**src/rtl/cnlc_pkg.sv**
```systemverilog
`default_nettype none
// ----------------------------------------------------------------------------
// cnlc_pkg: shared types, constants and helpers for the card number classifier
// Digit-count bounds, double-dabble sizing and the Luhn digit mapping.
// ----------------------------------------------------------------------------
package cnlc_pkg;

	// input and result widths
	localparam int NUM_W  = 63;
	localparam int KIND_W = 2;

	// binary part converted to decimal: every accepted value is below 10^16 < 2^54
	localparam int BIN_W  = 54;
	localparam int DIGITS = 16;
	localparam int BCD_W  = 4 * DIGITS;
	localparam int DAB_W  = BCD_W + BIN_W;

	// double-dabble stages and shift steps done in each
	localparam int DAB_STEPS  = 6;
	localparam int DAB_STAGES = BIN_W / DAB_STEPS;

	// decimal length bounds: 13 to 16 digits
	localparam logic [NUM_W-1:0] POW10_12 = 63'd1000000000000;
	localparam logic [NUM_W-1:0] POW10_13 = 63'd10000000000000;
	localparam logic [NUM_W-1:0] POW10_14 = 63'd100000000000000;
	localparam logic [NUM_W-1:0] POW10_15 = 63'd1000000000000000;
	localparam logic [NUM_W-1:0] POW10_16 = 63'd10000000000000000;

	// length code: digit count minus 13
	typedef logic [1:0] len_code_t;

	typedef logic [3:0] digit_t;
	typedef logic [4:0] pair_sum_t;
	typedef logic [7:0] total_t;

	typedef enum logic [KIND_W-1:0] {
		KIND_INVALID = 2'd0,
		KIND_P34_37  = 2'd1,
		KIND_P4      = 2'd2,
		KIND_P51_55  = 2'd3
	} card_kind_t;

	// prefix digits
	localparam digit_t DIG_1 = 4'd1;
	localparam digit_t DIG_3 = 4'd3;
	localparam digit_t DIG_4 = 4'd4;
	localparam digit_t DIG_5 = 4'd5;
	localparam digit_t DIG_7 = 4'd7;

	// run DAB_STEPS double-dabble steps over {bcd, binary}
	function automatic logic [DAB_W-1:0] dab_steps(input logic [DAB_W-1:0] v);
		logic [DAB_W-1:0] w;
		w = v;
		for (int s = 0; s < DAB_STEPS; s++) begin
			for (int d = 0; d < DIGITS; d++) begin
				if (w[BIN_W + 4*d +: 4] >= 4'd5) begin
					w[BIN_W + 4*d +: 4] = w[BIN_W + 4*d +: 4] + 4'd3;
				end
			end
			w = {w[DAB_W-2:0], 1'b0};
		end
		return w;
	endfunction

	// Luhn doubled digit reduced to its digit sum
	function automatic digit_t luhn_double(input digit_t d);
		logic [4:0] dbl;
		dbl = {d, 1'b0};
		if (dbl > 5'd9) begin
			return digit_t'(dbl - 5'd9);
		end
		return digit_t'(dbl);
	endfunction

	// total is a multiple of ten
	function automatic logic is_mult10(input total_t t);
		logic hit;
		hit = 1'b0;
		for (int k = 0; k < 26; k++) begin
			if (t == total_t'(10 * k)) begin
				hit = 1'b1;
			end
		end
		return hit;
	endfunction

endpackage
`default_nettype wire

```
**src/rtl/card_number_luhn_classifier_top.sv**
```systemverilog
`default_nettype none
// ----------------------------------------------------------------------------
// card_number_luhn_classifier_top: card number brand and Luhn classifier
// Counts decimal digits, checks the leading digits and runs the Luhn check.
// ----------------------------------------------------------------------------
//
//  channel      | direction | handshake                          | payload
//  -------------+-----------+------------------------------------+-------------------
//  card_number  | in        | card_number_valid / _ready         | card_number [62:0]
//  card_kind    | out       | card_kind_valid / _ready           | card_kind [1:0]
//
//  A 13-stage pipeline: a range stage, nine double-dabble stages of six bits each,
//  and three Luhn/prefix stages. One item may enter every cycle unless a stall on
//  card_kind has filled the pipeline. A stage advances when it is empty or the next
//  one advances, so a stall on card_kind holds every item in place, and bubbles
//  close up. Reset clears the valid bits only.
//
module card_number_luhn_classifier_top (
	input  wire                            clk,
	input  wire                            arst_n,
	input  wire [cnlc_pkg::NUM_W-1:0]      card_number,
	input  wire                            card_number_valid,
	output logic                           card_number_ready,
	output logic [cnlc_pkg::KIND_W-1:0]    card_kind,
	output logic                           card_kind_valid,
	input  wire                            card_kind_ready
);
	import cnlc_pkg::*;

	localparam int NSTG  = DAB_STAGES + 4;
	localparam int ST_11 = DAB_STAGES + 1;
	localparam int ST_12 = DAB_STAGES + 2;
	localparam int ST_13 = DAB_STAGES + 3;

	logic [NSTG-1:0] vld_q;
	logic [NSTG-1:0] adv;

	// advance chain: a stage moves when empty or its successor moves
	assign adv[NSTG-1] = !vld_q[NSTG-1] || card_kind_ready;
	genvar gi;
	generate
		for (gi = 0; gi < NSTG-1; gi++) begin : g_adv
			assign adv[gi] = !vld_q[gi] || adv[gi+1];
		end
	endgenerate

	assign card_number_ready = adv[0];
	assign card_kind_valid   = vld_q[NSTG-1];

	// valid bits travel with the data
	always_ff @(posedge clk or negedge arst_n) begin
		if (!arst_n) begin
			vld_q <= '0;
		end else begin
			for (int i = 0; i < NSTG; i++) begin
				if (adv[i]) begin
					vld_q[i] <= (i == 0) ? card_number_valid : vld_q[(i == 0) ? 0 : i-1];
				end
			end
		end
	end

	// stage 1: length range check and length code
	logic [BIN_W-1:0] num_s1;
	logic             ok_s1;
	len_code_t        len_s1;

	always_ff @(posedge clk) begin
		if (adv[0]) begin
			num_s1 <= card_number[BIN_W-1:0];
			ok_s1  <= (card_number >= POW10_12) && (card_number < POW10_16);
			if (card_number >= POW10_15) begin
				len_s1 <= 2'd3;
			end else if (card_number >= POW10_14) begin
				len_s1 <= 2'd2;
			end else if (card_number >= POW10_13) begin
				len_s1 <= 2'd1;
			end else begin
				len_s1 <= 2'd0;
			end
		end
	end

	// stages 2 to 10: binary to decimal, six shift steps per stage
	logic [DAB_W-1:0] dab_s     [DAB_STAGES];
	logic             dab_ok_s  [DAB_STAGES];
	len_code_t        dab_len_s [DAB_STAGES];

	generate
		for (gi = 0; gi < DAB_STAGES; gi++) begin : g_dab
			if (gi == 0) begin : g_first
				always_ff @(posedge clk) begin
					if (adv[1]) begin
						dab_s[0]     <= dab_steps({{BCD_W{1'b0}}, num_s1});
						dab_ok_s[0]  <= ok_s1;
						dab_len_s[0] <= len_s1;
					end
				end
			end else begin : g_next
				always_ff @(posedge clk) begin
					if (adv[gi+1]) begin
						dab_s[gi]     <= dab_steps(dab_s[gi-1]);
						dab_ok_s[gi]  <= dab_ok_s[gi-1];
						dab_len_s[gi] <= dab_len_s[gi-1];
					end
				end
			end
		end
	endgenerate

	// stage 11: leading digits, brand, Luhn digit mapping and pair sums
	logic [BCD_W-1:0] bcd;
	digit_t           lead_hi;
	digit_t           lead_lo;
	card_kind_t       kind_c;
	pair_sum_t        pair_c [DIGITS/2];

	assign bcd = dab_s[DAB_STAGES-1][DAB_W-1 -: BCD_W];

	always_comb begin
		case (dab_len_s[DAB_STAGES-1])
			2'd0:    begin lead_hi = bcd[4*12 +: 4]; lead_lo = bcd[4*11 +: 4]; end
			2'd1:    begin lead_hi = bcd[4*13 +: 4]; lead_lo = bcd[4*12 +: 4]; end
			2'd2:    begin lead_hi = bcd[4*14 +: 4]; lead_lo = bcd[4*13 +: 4]; end
			default: begin lead_hi = bcd[4*15 +: 4]; lead_lo = bcd[4*14 +: 4]; end
		endcase

		if (!dab_ok_s[DAB_STAGES-1]) begin
			kind_c = KIND_INVALID;
		end else if (lead_hi == DIG_3 && (lead_lo == DIG_4 || lead_lo == DIG_7)) begin
			kind_c = KIND_P34_37;
		end else if (lead_hi == DIG_4) begin
			kind_c = KIND_P4;
		end else if (lead_hi == DIG_5 && lead_lo >= DIG_1 && lead_lo <= DIG_5) begin
			kind_c = KIND_P51_55;
		end else begin
			kind_c = KIND_INVALID;
		end

		// least significant digit is kept, the next one doubled, and so on
		for (int p = 0; p < DIGITS/2; p++) begin
			pair_c[p] = pair_sum_t'(bcd[8*p +: 4]) + pair_sum_t'(luhn_double(bcd[8*p+4 +: 4]));
		end
	end

	card_kind_t kind_s11;
	pair_sum_t  pair_s11 [DIGITS/2];

	always_ff @(posedge clk) begin
		if (adv[ST_11]) begin
			kind_s11 <= kind_c;
			for (int p = 0; p < DIGITS/2; p++) begin
				pair_s11[p] <= pair_c[p];
			end
		end
	end

	// stage 12: add up the Luhn total
	total_t total_c;

	always_comb begin
		total_c = '0;
		for (int p = 0; p < DIGITS/2; p++) begin
			total_c = total_c + total_t'(pair_s11[p]);
		end
	end

	card_kind_t kind_s12;
	total_t     total_s12;

	always_ff @(posedge clk) begin
		if (adv[ST_12]) begin
			kind_s12  <= kind_s11;
			total_s12 <= total_c;
		end
	end

	// stage 13: checksum verdict into the output register
	card_kind_t kind_s13;

	always_ff @(posedge clk) begin
		if (adv[ST_13]) begin
			kind_s13 <= is_mult10(total_s12) ? kind_s12 : KIND_INVALID;
		end
	end

	assign card_kind = KIND_W'(kind_s13);

endmodule
`default_nettype wire
```
**config.mk**
```make
export PLATFORM = sky130hd
export DESIGN_NAME = card_number_luhn_classifier_top
export DESIGN_NICKNAME = d
export VERILOG_FILES = /design/src/rtl/cnlc_pkg.sv /design/src/rtl/card_number_luhn_classifier_top.sv
export SDC_FILE = /design/constraint.sdc
export NUM_CORES = 2
export LEC_CHECK = 0
export BUFFER_PORTS_ARGS = -buffer_cell sky130_fd_sc_hd__buf_2
export CORE_ASPECT_RATIO = 0.9
export CORE_MARGIN = 2
export CORE_UTILIZATION = 64
export CTS_BUF_LIST = sky130_fd_sc_hd__clkbuf_8
export CTS_CLUSTER_SIZE = 30
export DETAILED_ROUTE_END_ITERATION = 8
export GPL_ROUTABILITY_DRIVEN = 0
export GPL_TIMING_DRIVEN = 1
export PLACE_DENSITY = 0.78
export SLEW_MARGIN = 10
export SYNTH_ARGS = -nofsm -noshare
export SYNTH_HDL_FRONTEND = slang
export SYNTH_SLANG_ARGS = --single-unit
export TNS_END_PERCENT = 1
```
**constraint.sdc**
```tcl
create_clock -name clk -period 9.9 [get_ports clk]
set_input_delay 0.99 -clock clk [delete_from_list [all_inputs] [get_ports clk]]
set_output_delay 0.99 -clock clk [all_outputs]
set_load 0.005 [all_outputs]
```
==> out/metrics.csv <==
metric,value,unit
status,completed,
grt_start_max_net_pins,73,
critical_path.max_fanout,9,
fp.dieArea,116000,µm²
critPathLaunchType,flip-flop,
antenna_found_initial,4,
met1Wirelength,68500,µm
synth_seq_cells,711,
arrival,7.09,ns
cts_resized,0,
hold_class,in -> async,
syn_to_final_growth,5.97,%
drt_wl_total,155000,µm
initial_core_util,64.4,%
yosysSeqAreaShare,29.3,%
synth_area,72700,µm²
port_buffers,70,
track_usage,25.5,%
crit_path_max_incr_delay,0.74,ns
grt_overflow,0,
ctsLongestPathBuffers,3,
final_cell_mix,"nor2_1 (742), a21oi_1 (741), o21ai_0 (714)",
clock_skew,0.0715,ns
cts-root-buf,clkbuf_8,
grt_setup_unrepaired,no,
cts_tree,yes,
stdcell_count,10200,
r2r_cells,27,
cts_max_level,3,
worst-endpoint-required,10.48,ns
final_hold_viol_count,0,
die_y,324,µm
layout_commonest_cell,nor2_1,
cts_buffers,119,
dp.cells,10000,
min_period,6.51,ns
maxCapViolations,0,
wl_met2,76600,µm
drc,0,
drive_gt1_share,8.52,%
async_reset_ff_share,1.83,%
core_area,113000,µm²
cp-end-kind,flip-flop,
vias,63900,
ys_types,133,
syn_avg_cell_area,8.42,µm²
r2r_end,dab_s[0][872]$_DFFE_PP_,
dr.max_layer_used,met4,
r2r-start,dab_s[0][748]$_DFFE_PP_,
io_pins,71,
crit_type,reg -> reg,
final_area,77000,µm²
fmax,154,MHz
hpwl,116000,µm
dpl_cell_area,74300,µm²
path_clk_slew,0.06,ns
post_cts_buffers,0,
grt_pass1_wl,259000,µm
utilization,68.2,%
fp.dieW,359,µm
rows,117,
drtPass1Iterations,8,
ctsHoldBuffers,0,
clk_latency,0.86,ns
yosysWarnings,0,
drt_iter0_markers,5231,
rrSetupSlack,3.39,ns
postRouteAntennaNets,0,
fin_setup_tns,0,ns
fin_crit_sh,65.8,%
synthFlopType,edfxtp_1,
post_drt_wl_per_cell,15.1,µm
clock-sinks,711,
routed-wl-met3,6750,µm
tightest_slew,1.20,ns
setup_viol,0,
synth_nets,9185,
crit_slowest_cell,o32ai_1,
syn_inst,8633,
drv_slew,0,
avgViaCountPerCell,6.24,
synth_edf_count,698,
grt_pass1_vias,57800,
filler_cell_count,8948,
nets,9195,
slew-limit-headroom,19.9,%
## Yosys cell counts, types with 58 or more instances
cell,number,area [µm²]
nor2_1,742,2790
a21oi_1,741,3710
o21ai_0,715,3580
edfxtp_1,698,21000
inv_1,667,2500
nand2_1,627,2350
ha_1,448,5610
xnor2_1,330,2890
mux2i_1,233,2330
a31oi_1,201,1260
nand2b_1,201,1260
clkbuf_1,177,664
mux2_2,169,1900
nand3_1,168,841
nor3_1,165,826
a211oi_1,133,998
a21o_1,117,878
o21a_1,116,871
nor2b_1,114,713
nor3b_1,107,803
xor2_1,105,920
o21ai_1,98,490
o211ai_1,93,698
o22ai_1,90,563
and2_1,87,544
o31ai_1,77,578
o21bai_1,59,443
a31o_2,58,508
or2_2,58,363
## state kept, by name, indices dropped and copies added (netlist names)
register   cells
card_kind      2
dab_len_s     18
dab_ok_s       9
dab_s        560
kind_s11       2
kind_s12       2
len_s1         2
num_s1        54
ok_s1          1
pair_s11      40
total_s12      8
vld_q         13
## kinds of logic after synthesis
logic type,share of synthesized area [%]
simple gates,16.8
mux,6.00
fa+ha+maj,9.07
xor+xnor,5.92
compound gates,28.3
flops,29.3
buf+inv,4.64
## routing by layer
layer  vias up  GRT usage, %
met2      1393          46.4
met4         0          6.54
met1     30000          32.0
met5         -             0
li1      32300             -
met3       218          3.08
## area by class of cell
type | instances | area [µm²] | share of cell area [%]
timing repair buffer | 93 | 520 | 0.676
sequential | 711 | 21300 | 27.6
antenna | 5 | 12.5 | 0.0163
multi-input combinational | 7036 | 48000 | 62.4
inverter | 682 | 2560 | 3.33
clock inverter | 91 | 881 | 1.14
clock buffer | 132 | 1820 | 2.36
tap | 1487 | 1860 | 2.42
## worst max-delay path, delay by kind of cell, from the launching register on
kind	cells	cell delay [ns]
xor+xnor	1	0.43
flops	1	0.44
simple gates	7	1.16
fa+ha+maj	4	0.87
compound gates	10	2.87
buf+inv	5	0.52
## worst max path at each step
stage | startpoint | depth (start not counted) | to | slack (ns)
floorplan | card_kind_ready | 8 | card_number_ready | 1.22
global placement | dab_s[0][748]$_DFFE_PP_ | 26 | dab_s[0][869]$_DFFE_PP_ | 3.70
detailed placement | dab_s[0][748]$_DFFE_PP_ | 27 | dab_s[0][872]$_DFFE_PP_ | 3.49
CTS | dab_s[0][748]$_DFFE_PP_ | 27 | dab_s[0][872]$_DFFE_PP_ | 3.41
global route | dab_s[0][748]$_DFFE_PP_ | 27 | dab_s[0][872]$_DFFE_PP_ | 2.73
finish | dab_s[0][748]$_DFFE_PP_ | 27 | dab_s[0][872]$_DFFE_PP_ | 3.39
## per-stage QoR
stage          setup WS, ns  hold slack [ns]
5_1_grt                2.73           0.0764
4_1_cts                3.41           0.0491
3_5_place_dp           3.49            0.405
6_report               3.39            0.116
2_1_floorplan          1.22            0.400
3_3_place_gp           3.70            0.401
Power is not shown: default switching activity piles up to over one toggle a cycle in this logic, so the estimate is an artifact.
